## src/rtl/operand_stack_engine_macros.svh

```systemverilog
// assertion macros shared by the operand stack engine rtl
// no dependencies; taken in by `include where assertions are written
`ifndef OPERAND_STACK_ENGINE_MACROS_SVH
`define OPERAND_STACK_ENGINE_MACROS_SVH

// same-cycle implication, checked on every rising edge out of reset
`define OSE_ASSERT_IMPL(label, clk, rst_n, ante, cons, msg) \
  label: assert property (@(posedge clk) disable iff (!rst_n) (ante) |-> (cons)) \
    else $error(msg);

// next-cycle implication, checked on every rising edge out of reset
`define OSE_ASSERT_NEXT(label, clk, rst_n, ante, cons, msg) \
  label: assert property (@(posedge clk) disable iff (!rst_n) (ante) |=> (cons)) \
    else $error(msg);

`endif

```

## src/rtl/ose_pkg.sv

```systemverilog
// operand stack engine package: sizes, operation and status codes,
// controller/datapath command and status structs; no dependencies
package ose_pkg;

  // storage sizing
  localparam int STACK_DEPTH = 256;
  localparam int VALUE_WIDTH = 32;

  // fixed port field widths
  localparam int OP_W    = 3;
  localparam int FIELD_W = 32;
  localparam int AMT_W   = 9;
  localparam int STAT_W  = 2;
  localparam int DEPTH_W = 9;

  // derived widths
  localparam int CNT_W  = $clog2(STACK_DEPTH + 1);
  localparam int ADDR_W = $clog2(STACK_DEPTH);
  localparam int CMP_W  = (CNT_W > AMT_W) ? CNT_W : AMT_W;

  typedef enum logic [OP_W-1:0] {
    OP_PUSH       = 3'd0,
    OP_POP        = 3'd1,
    OP_PEEK       = 3'd2,
    OP_REPL_TOP   = 3'd3,
    OP_REPL_AT    = 3'd4,
    OP_REVERSE    = 3'd5,
    OP_SWAP       = 3'd6,
    OP_CLEAR      = 3'd7
  } op_t;

  typedef enum logic [STAT_W-1:0] {
    ST_OK       = 2'd0,
    ST_OVERFLOW = 2'd1,
    ST_RANGE    = 2'd2
  } status_t;

  // memory address sources
  typedef enum logic [2:0] {
    ADDR_TOP,
    ADDR_DEPTH,
    ADDR_PUSH,
    ADDR_REPL,
    ADDR_LO,
    ADDR_HI
  } addr_sel_t;

  // memory write data sources
  typedef enum logic [1:0] {
    WDATA_VALUE,
    WDATA_RDATA,
    WDATA_TMP
  } wdata_sel_t;

  // entry count updates
  typedef enum logic [2:0] {
    CNT_HOLD,
    CNT_PUSH,
    CNT_REPL,
    CNT_POP,
    CNT_CLEAR
  } cnt_op_t;

  // controller to datapath
  typedef struct packed {
    logic       capture;
    logic       rd_en;
    addr_sel_t  rd_sel;
    logic       wr_en;
    addr_sel_t  wr_sel;
    wdata_sel_t wdata_sel;
    cnt_op_t    cnt_op;
    logic       rev_init;
    logic       rev_step;
    logic       tmp_load;
    logic       res_load;
    logic       res_rdata;
  } ose_cmd_t;

  // datapath to controller
  typedef struct packed {
    op_t  op;
    logic err;
    logic rev_trivial;
    logic rev_more;
  } ose_stat_t;

endpackage

```

## src/rtl/ose_ctrl.sv

```systemverilog
// operand stack engine controller: command sequencing for each operation
// and the reverse pair walk; uses ose_pkg
module ose_ctrl (
  input  logic               clk,
  input  logic               rst_n,
  input  logic               start,
  output logic               busy,
  input  ose_pkg::ose_stat_t stat,
  output ose_pkg::ose_cmd_t  cmd
);

  import ose_pkg::*;

  typedef enum logic [2:0] {
    S_IDLE,
    S_DECODE,
    S_READ,
    S_REV_RD_LO,
    S_REV_RD_HI,
    S_REV_WR_LO,
    S_REV_WR_HI
  } state_t;

  state_t state_r;
  state_t state_nxt;
  logic   busy_r;

  // next state and datapath commands
  always_comb begin
    state_nxt     = state_r;
    cmd           = '0;
    cmd.rd_sel    = ADDR_TOP;
    cmd.wr_sel    = ADDR_PUSH;
    cmd.wdata_sel = WDATA_VALUE;
    cmd.cnt_op    = CNT_HOLD;
    case (state_r)
      S_IDLE: begin
        if (start && !busy_r) begin
          cmd.capture = 1'b1;
          state_nxt   = S_DECODE;
        end
      end
      S_DECODE: begin
        state_nxt = S_IDLE;
        if (stat.err) begin
          cmd.res_load = 1'b1;
        end else begin
          case (stat.op)
            OP_PUSH: begin
              cmd.wr_en    = 1'b1;
              cmd.wr_sel   = ADDR_PUSH;
              cmd.cnt_op   = CNT_PUSH;
              cmd.res_load = 1'b1;
            end
            OP_POP: begin
              cmd.rd_en  = 1'b1;
              cmd.rd_sel = ADDR_TOP;
              state_nxt  = S_READ;
            end
            OP_PEEK: begin
              cmd.rd_en  = 1'b1;
              cmd.rd_sel = ADDR_DEPTH;
              state_nxt  = S_READ;
            end
            OP_REPL_TOP: begin
              cmd.wr_en    = 1'b1;
              cmd.wr_sel   = ADDR_REPL;
              cmd.cnt_op   = CNT_REPL;
              cmd.res_load = 1'b1;
            end
            OP_REPL_AT: begin
              cmd.wr_en    = 1'b1;
              cmd.wr_sel   = ADDR_DEPTH;
              cmd.res_load = 1'b1;
            end
            OP_REVERSE, OP_SWAP: begin
              if (stat.rev_trivial) begin
                cmd.res_load = 1'b1;
              end else begin
                cmd.rev_init = 1'b1;
                state_nxt    = S_REV_RD_LO;
              end
            end
            default: begin
              cmd.cnt_op   = CNT_CLEAR;
              cmd.res_load = 1'b1;
            end
          endcase
        end
      end
      S_READ: begin
        cmd.res_load  = 1'b1;
        cmd.res_rdata = 1'b1;
        if (stat.op == OP_POP) cmd.cnt_op = CNT_POP;
        state_nxt = S_IDLE;
      end
      // pair walk: read low, read high, write low, write high
      S_REV_RD_LO: begin
        cmd.rd_en  = 1'b1;
        cmd.rd_sel = ADDR_LO;
        state_nxt  = S_REV_RD_HI;
      end
      S_REV_RD_HI: begin
        cmd.rd_en    = 1'b1;
        cmd.rd_sel   = ADDR_HI;
        cmd.tmp_load = 1'b1;
        state_nxt    = S_REV_WR_LO;
      end
      S_REV_WR_LO: begin
        cmd.wr_en     = 1'b1;
        cmd.wr_sel    = ADDR_LO;
        cmd.wdata_sel = WDATA_RDATA;
        state_nxt     = S_REV_WR_HI;
      end
      S_REV_WR_HI: begin
        cmd.wr_en     = 1'b1;
        cmd.wr_sel    = ADDR_HI;
        cmd.wdata_sel = WDATA_TMP;
        cmd.rev_step  = 1'b1;
        if (stat.rev_more) begin
          state_nxt = S_REV_RD_LO;
        end else begin
          cmd.res_load = 1'b1;
          state_nxt    = S_IDLE;
        end
      end
      default: state_nxt = S_IDLE;
    endcase
  end

  // state and registered busy
  always_ff @(posedge clk) begin
    if (!rst_n) begin
      state_r <= S_IDLE;
      busy_r  <= 1'b0;
    end else begin
      state_r <= state_nxt;
      busy_r  <= (state_nxt != S_IDLE);
    end
  end

  assign busy = busy_r;

endmodule

```

## config.mk

```make
export PLATFORM = sky130hd
export DESIGN_NAME = ose_ctrl
export DESIGN_NICKNAME = d
export VERILOG_FILES = /design/src/rtl/operand_stack_engine_macros.svh /design/src/rtl/ose_pkg.sv /design/src/rtl/ose_ctrl.sv
export SDC_FILE = /design/constraint.sdc
export NUM_CORES = 1
export LEC_CHECK = 0
export ABC_AREA = 1
export BUFFER_PORTS_ARGS = -buffer_cell sky130_fd_sc_hd__buf_4
export CAP_MARGIN = 15
export CORE_AREA = 2 2 42 44
export DETAILED_ROUTE_END_ITERATION = 8
export DIE_AREA = 0 0 44 46
export HOLD_SLACK_MARGIN = 0.02
export PLACE_DENSITY = 0.67
export SLEW_MARGIN = 20
export SYNTH_ARGS = -nofsm -noshare
export SYNTH_HDL_FRONTEND = slang
export SYNTH_SLANG_ARGS = --single-unit
export TNS_END_PERCENT = 5
```

## constraint.sdc

```tcl
create_clock -name clk -period 2.8 [get_ports clk]
set_input_delay 0.28 -clock clk [delete_from_list [all_inputs] [get_ports clk]]
set_output_delay 0.28 -clock clk [all_outputs]
set_load 0.01 [all_outputs]
```

Word-level counts from Yosys, hierarchy flattened
Index checks and enable logic that the tools add are counted.

word-level totals
  flip-flop bits (word level) = 4
  output and inout port bits = 20
  bits of input ports = 9

operators by class
  eq/ne operators = 12
  reductions and logical operators = 8
  multiplexer cells = 29

operator list
  operator                                                         number
  4-bit one-hot mux with 3 select lines                            3
  3-bit == test, second input constant                             6
  3-bit one-hot mux with 6 select lines                            1
  3-bit by 2-bit == test with 1-bit output, second input constant  4
  3-bit one-hot mux with 2 select lines                            2
  1-bit two-way mux                                                11
  3-bit one-hot mux with 3 select lines                            1
  8-bit two-way mux                                                1
  4-bit one-hot mux with 2 select lines                            1
  3-bit by 1-bit == test with 1-bit output, second input constant  2
  3-bit zero test                                                  2
  2-bit two-way mux                                                3
  3-bit two-way mux                                                2
  5-bit OR reduction                                               1
  4-bit two-way mux                                                1
  2-bit one-hot mux with 2 select lines                            1
  2-bit OR reduction                                               2
  1-bit one-hot mux with 3 select lines                            1
  3-bit nonzero test                                               1
  1-bit one-hot mux with 2 select lines                            1
  1-bit logical AND                                                1
  1-bit zero test                                                  1

Logic depth before layout (Yosys ltp)
Gate-level depths: netlist of the first run.

  depth in word-level cells = 6
  gate-level depth with buffers = 8

Worst setup path before layout of the first run
No wires, ideal clock.

  path type = flip-flop to output port
  from = register state_r[2]
  to = output cmd[5] (netlist name)
  path buffers = 1
  arrival time = 1.110 ns
  data required time = 2.520 ns
  stages on the path, launching flop included = 5
  slack = 1.410 ns
  cell sequence = dfxtp_1 buf_6 nor3_1 nand3_1 nand2_1

RTL lines
  what                    line             source
  start, declared         ose_ctrl.sv:24   state_t state_r;
  start signal, assigned  ose_ctrl.sv:137  state_r <= state_nxt;
  end, declared           ose_ctrl.sv:9    output ose_pkg::ose_cmd_t cmd

==> results.txt, run 1 <==
Outcome = complete, no violations
Post-route minimum period = 1644 ps
Multiplexer share of the synthesized area = 0
Crit path DAT = 1360 ps
Top cells by count, synth = nand2_1, inv_1, nand3_1
Multi-input gate area = 306.5 µm²
Drt first pass iters = 4
Synthesized instance count = 81
Fmax achieved = 608.2 MHz
Fraction of registers with async set/reset = 0
Number of diodes = 0
Area contributors post-synth = dfxtp_1, nand3_1, nand2_1
Top-area cell type share of the netlist area = 0.1667
DR WL/cell = 10.14 µm
Worst Setup SP = state_r[0]$_SDFF_PN0_
DRC violations left = 0
PwrDens = 268.1 nW/µm²
Post-synthesis compound-gate area fraction = 0.08333
GRT overflow = 0
Number of port buffers = 27
IO Pins = 29
Unrepaired setup endpoints after global routing = no
Net switching power = 0.00005467 W
Switching portion of total power = 0.2910
Worst Hold Class = primary input to register
CP endpoint kind = output pin
Most frequent cell after synthesis = nand2_1
Root buffer cell = clkbuf_4
Largest family of logic cells by synthesized area = simple AND/OR/NAND/NOR gates
Post-Synth Simple-Gate Area = 0.4427
Initial antenna violation count = 0
FF+latch count, synth = 4
Clk Latency, worst-skew pair = 230 ps
Hold Path Origin = rst_n
Clk network pwr share = 0.368
Final Wtd Congestion = 0.8501
Layout cells sized above 1 = 0.3519
Setup WS post-layout = 1156 ps
Setup CP Type = register to output pin
Starting Density = 0.2977
Die width = 44 µm
Filler Cell Count = 174
Synth unique cells = 21
VDD IR max = 0.1368 mV
Post-CTS setup repair buffer count = 0
Number of hold violations in the final report = 0
Cell Int Power = 0.0001332 W
Reg power frac = 0.336
Largest net degree at the start of global routing = 9
Synth Area in XOR/XNOR = 0
Adder-Cell Fraction of Synth Area = 0.1042
Die Y = 46 µm
CTS sink cnt = 4
Register area = 80.08 µm²
Core region area = 1614 µm²
Critical path fanouts, max = 6
EDFF count, synth = 0
Reg2reg start = state_r[0]$_SDFF_PN0_
Worst Setup Start Kind = register
TNS Setup = 0 ps
Register area share after synthesis = 0.1667
Clk pin slew, worst setup/hold paths = 30 ps
Worst slack, placed = 1273 ps
DPL Wire Length = 1.086 mm
Net count, final = 123
Syn Nets = 94
CP required = 2520 ps
Vias per cell = 4.712
Average size of a mapped cell = 5.932 µm²
Num CTS Buffers = 3
CTS max path bufs = 2
Row count = 15
Max Cap Viol = 0
Synth area leader = dfxtp_1
P&R area growth vs syn = 45.83%
Cts repair resizes = 0
Max-slew violations = 0
CTS tree = yes
Primary FF master, synth = dfxtp_1
Final period util = 0.5872
Pleak = 0.4624 nW
Synth warn = 0
# H-tree levels = 1
Post-route ant nets = 0
First-pass GRT wire length = 2.070 mm
Syn Std Cell Area = 480.5 µm²
Total Routed Length = 1.267 mm
Final setup fails = 0
Iteration-0 DRC Markers = 11
Clk_skew = 3.197 ps
Combinational fraction of design power = 0.296
Post-cts hold buffer count = 0
Vias = 589
Vias in the first global route = 497
GRT Util Overall = 0.1355
Full die area = 2024 µm²
[metrics by stage]
stage / hold slack, ps / area, µm² / power [W] / utilization / std cells
floorplan: 383.1 / 480.5 / 0.00009352 / - / 81
global placement: 503.3 / 678.2 / 0.0001186 / 0.4202 / 122
detailed placement: 505.4 / 678.2 / 0.0001197 / 0.4202 / 122
CTS: 267.9 / 700.7 / 0.0001908 / 0.4341 / 125
global route: 284.0 / 700.7 / 0.0002012 / 0.4341 / 125
finish: 273.2 / 700.7 / 0.0001879 / 0.4341 / 125
[worst paths after layout]
kind / cells past startpoint / endpoint / slack, ps
max: 5 / cmd[17] / 1160
min: 3 / busy$_SDFF_PN0_ / 270
max reg2reg: 7 / busy$_SDFF_PN0_ / 1640
min reg2reg: 4 / state_r[1]$_SDFF_PN0_ / 670
[state kept, by name (all words and copies together), names as in the netlist]
| signal | cells |
|---|---|
| busy | 1 |
| state_r | 3 |
[cell usage in the layout, fill, tap and decap left out, drive strengths merged]
cell / instances
clkbuf: 3
nand4: 1
inv: 18
a31oi: 1
nand2: 18
a21oi: 3
nor4: 1
a31o: 1
nor3: 3
nor3b: 1
dfxtp: 4
nor2: 6
buf: 27
ha: 4
conb: 1
o21ai: 2
nand3: 14
[power groups by stage]
stage	sequential [W]	clock [W]	combinational, W
2_1_floorplan	0.0000639	0	0.0000296
3_3_place_gp	0.0000638	0	0.0000548
3_5_place_dp	0.0000638	0	0.0000559
4_1_cts	0.0000630	0.0000717	0.0000561
5_1_grt	0.0000635	0.0000746	0.0000631
6_report	0.0000630	0.0000692	0.0000557
[final cells by class]
| class | instances | share of cell area |
|---|---|---|
| well taps | 17 | 0.03036 |
| clock buffers | 3 | 0.03214 |
| repair buffers | 27 | 0.2893 |
| multi-input cells | 56 | 0.4375 |
| flip-flops and latches | 4 | 0.1143 |
| inverters | 18 | 0.09643 |
[worst max-delay path, stage by stage, from the launching register on]
cell     delay, ps
dfxtp_1        440
inv_2           80
nand3_1        160
nand2_2        100
a31o_2         220
buf_4          140
[cell families after synthesis]
kind of cell / after synthesis
AND/OR/NAND/NOR: 44
other: 1
buffers and inverters: 21
AO/OA/AOI/OAI: 7
flip-flops: 4
adder cells (fa/ha/maj): 4
[per-layer routing]
metal / wire [µm] / track usage
met5: 0 / 0
met1: 547 / 0.1714
met2: 666 / 0.2441
met4: 0 / 0.05455
met3: 53 / 0
No activity file was read; power rests on OpenSTA's default activity.
==> run 2, diff against run 1 <==
--- a/config.mk
+++ b/config.mk
@@ -5,14 +5,14 @@
 export SDC_FILE = /design/constraint.sdc
 export NUM_CORES = 1
 export LEC_CHECK = 0
-export ABC_AREA = 1
+export ABC_AREA = 0
 export BUFFER_PORTS_ARGS = -buffer_cell sky130_fd_sc_hd__buf_4
 export CAP_MARGIN = 15
-export CORE_AREA = 2 2 42 44
+export CORE_AREA = 2 2 41 43
 export DETAILED_ROUTE_END_ITERATION = 8
-export DIE_AREA = 0 0 44 46
+export DIE_AREA = 0 0 43 45
 export HOLD_SLACK_MARGIN = 0.02
-export PLACE_DENSITY = 0.67
+export PLACE_DENSITY = 0.69
 export SLEW_MARGIN = 20
 export SYNTH_ARGS = -nofsm -noshare
 export SYNTH_HDL_FRONTEND = slang
==> constraint.sdc (replaced) <==
create_clock -name clk -period 1.6 [get_ports clk]
set_input_delay 0.16 -clock clk [delete_from_list [all_inputs] [get_ports clk]]
set_output_delay 0.16 -clock clk [all_outputs]
set_load 0.01 [all_outputs]
==> results.txt, run 2 <==
Flop2flop setup slack = 170 ps
Worst Setup SP = state_r[1]$_SDFF_PN0_
Most frequent cell after synthesis = nor2_1
Primary FF master, synth = dfxtp_1
Register area = 80.08 µm²
Vias per cell = 5.175
Outcome = finished, violations left
DR WL/cell = 11.37 µm
Clk Latency, worst-skew pair = 240 ps
Post-route ant nets = 0
Crit Reg-Reg Endpoint = busy$_SDFF_PN0_
Synth unique cells = 32
Net count, final = 113
CP endpoint kind = output pin
Root buffer cell = clkbuf_4
Worst reg-to-reg path cell count = 5
Hold Path Depth = 2
DRC violations left = 0
CTS max path bufs = 2
# H-tree levels = 1
Die width = 43 µm
Total Routed Length = 1.296 mm
First-pass GRT wire length = 2.173 mm
EDFF count, synth = 0
Top cells by count, synth = nor2_1, a21oi_1, dfxtp_1, ha_1, inv_1
Vias in the first global route = 530
Placed cell areas = 718.2 µm²
CTS sink cnt = 4
Number of diodes = 0
Max Cap Viol = 0
Initial antenna violation count = 0
Biggest register = state_r
Setup CP Type = register to output pin
CP required = 1440 ps
Critical path fanouts, max = 6
Average size of a mapped cell = 7.295 µm²
Largest net degree at the start of global routing = 10
Final Wtd Congestion = 0.7604
Crit path DAT = 1460 ps
Clk_skew = 2.070 ps
Pleak = 0.3895 nW
Number of hold violations in the final report = 0
Area contributors post-synth = dfxtp_1, ha_1, a21oi_1
Full die area = 1935 µm²
Unrepaired setup endpoints after global routing = yes
Worst Setup Start Kind = register
VDD IR max = 0.3648 mV
Starting Density = 0.3223
Synth warn = 0
Drt first pass iters = 4
Register area share after synthesis = 0.1689
Synth area leader = dfxtp_1
Top-area cell type share of the netlist area = 0.1689
Failing checks = setup timing
Num CTS Buffers = 3
Iteration-0 DRC Markers = 3
Post-layout util = 0.5298
Reg2reg start = state_r[0]$_SDFF_PN0_
Final setup fails = 2
Syn Std Cell Area = 474.2 µm²
Worst Hold End = state_r[0]$_SDFF_PN0_
Die Y = 45 µm
Hold Path Origin = rst_n
Fraction of registers with async set/reset = 0
GRT Util Overall = 0.1453
Filler Cell Count = 157
Max-slew violations = 0
Row count = 14
Max FFs per register = 3
Commonest non-fill, non-tap cell in the layout = buf_4
Syn Nets = 78
CTS tree = yes
Number of port buffers = 27
Post-route minimum period = 1622 ps
IO Pins = 29
Fmax achieved = 616.7 MHz
Multi-input gate area = 379.1 µm²
Layout cells sized above 1 = 0.5000
DPL Wire Length = 1.040 mm
PwrDens = 454.5 nW/µm²
Post-cts hold buffer count = 0
Final period util = 1.013
Worst Hold Class = primary input to register
Core region area = 1471 µm²
Most frequent cells in the layout = buf_4, nor2_1, a21oi_1
Design Area, Final = 779.5 µm²
P&R area growth vs syn = 64.38%
Setup WS post-layout = -21.53 ps
GRT overflow = 0
Vias = 590
Synthesized instance count = 65
Clk pin slew, worst setup/hold paths = 40 ps
FF+latch count, synth = 4
[run 2: report_power, final]
| group | leakage, nW | switching (W) | total [W] | internal (W) |
|---|---|---|---|---|
| registers | 0.0327 | 0.00000300 | 0.000108 | 0.000105 |
| logic | 0.343 | 0.0000574 | 0.000117 | 0.0000600 |
| clock network | 0.0138 | 0.0000449 | 0.000129 | 0.0000841 |
[run 2: logic make-up (layout without fill, tap and decap cells)]
group,after synthesis,after routing,synth area share
AND/OR/NAND/NOR,28,28,0.3641
AO/OA/AOI/OAI,19,19,0.2560
buffers and inverters,9,42,0.09759
adder cells (fa/ha/maj),4,4,0.1055
flip-flops,4,4,0.1689
other,1,1,0.007908
[run 2: final cells by class]
| type | instances | area share |
|---|---|---|
| well taps | 16 | 0.02568 |
| flip-flops and latches | 4 | 0.1027 |
| clock buffers | 3 | 0.02889 |
| multi-input cells | 52 | 0.4864 |
| repair buffers | 35 | 0.3371 |
| inverters | 4 | 0.01926 |
[run 2: worst max-delay path, cell delays in order, from the launching register on]
cell      delay, ps
dfxtp_1         300
nand2b_4        130
or3_4           380
nor4b_4         250
buf_4           160
[run 2: timing repair]
item	4_1_cts	5_1_grt
hold endpoints to repair	0	0
pin swaps	1	0
setup endpoints to repair	6	11
resized for setup	5	3
buffers inserted	1	0
[run 2: worst max-delay path by stage]
| stage | end | depth (start not counted) |
|---|---|---|
| after floorplan | busy$_SDFF_PN0_ | 6 |
| after global placement | cmd[4] | 4 |
| after detailed placement | cmd[4] | 4 |
| after CTS | cmd[4] | 4 |
| after global routing | cmd[4] | 4 |
| final | cmd[4] | 4 |
[run 2: metrics by stage]
stage	hold slack, ps	total power, W	setup slack (ps)	instances	setup TNS, ps
floorplan	277.5	0.0001711	59.68	65	0
global placement	391.4	0.0002191	93.14	110	0
detailed placement	390.3	0.0002198	81.19	110	0
CTS	145.1	0.0003586	-28.76	114	-62.37
global route	147.2	0.0003824	-83.91	114	-498.0
finish	150.8	0.0003543	-21.53	114	-24.96
[run 2: per-layer routing]
metal	GRT usage	vias to the layer above	routed length, µm
met1	0.1825	270	550
li1	-	296	-
met3	0.02000	2	101
met2	0.2455	22	632
met5	0	-	0
met4	0.07273	0	12
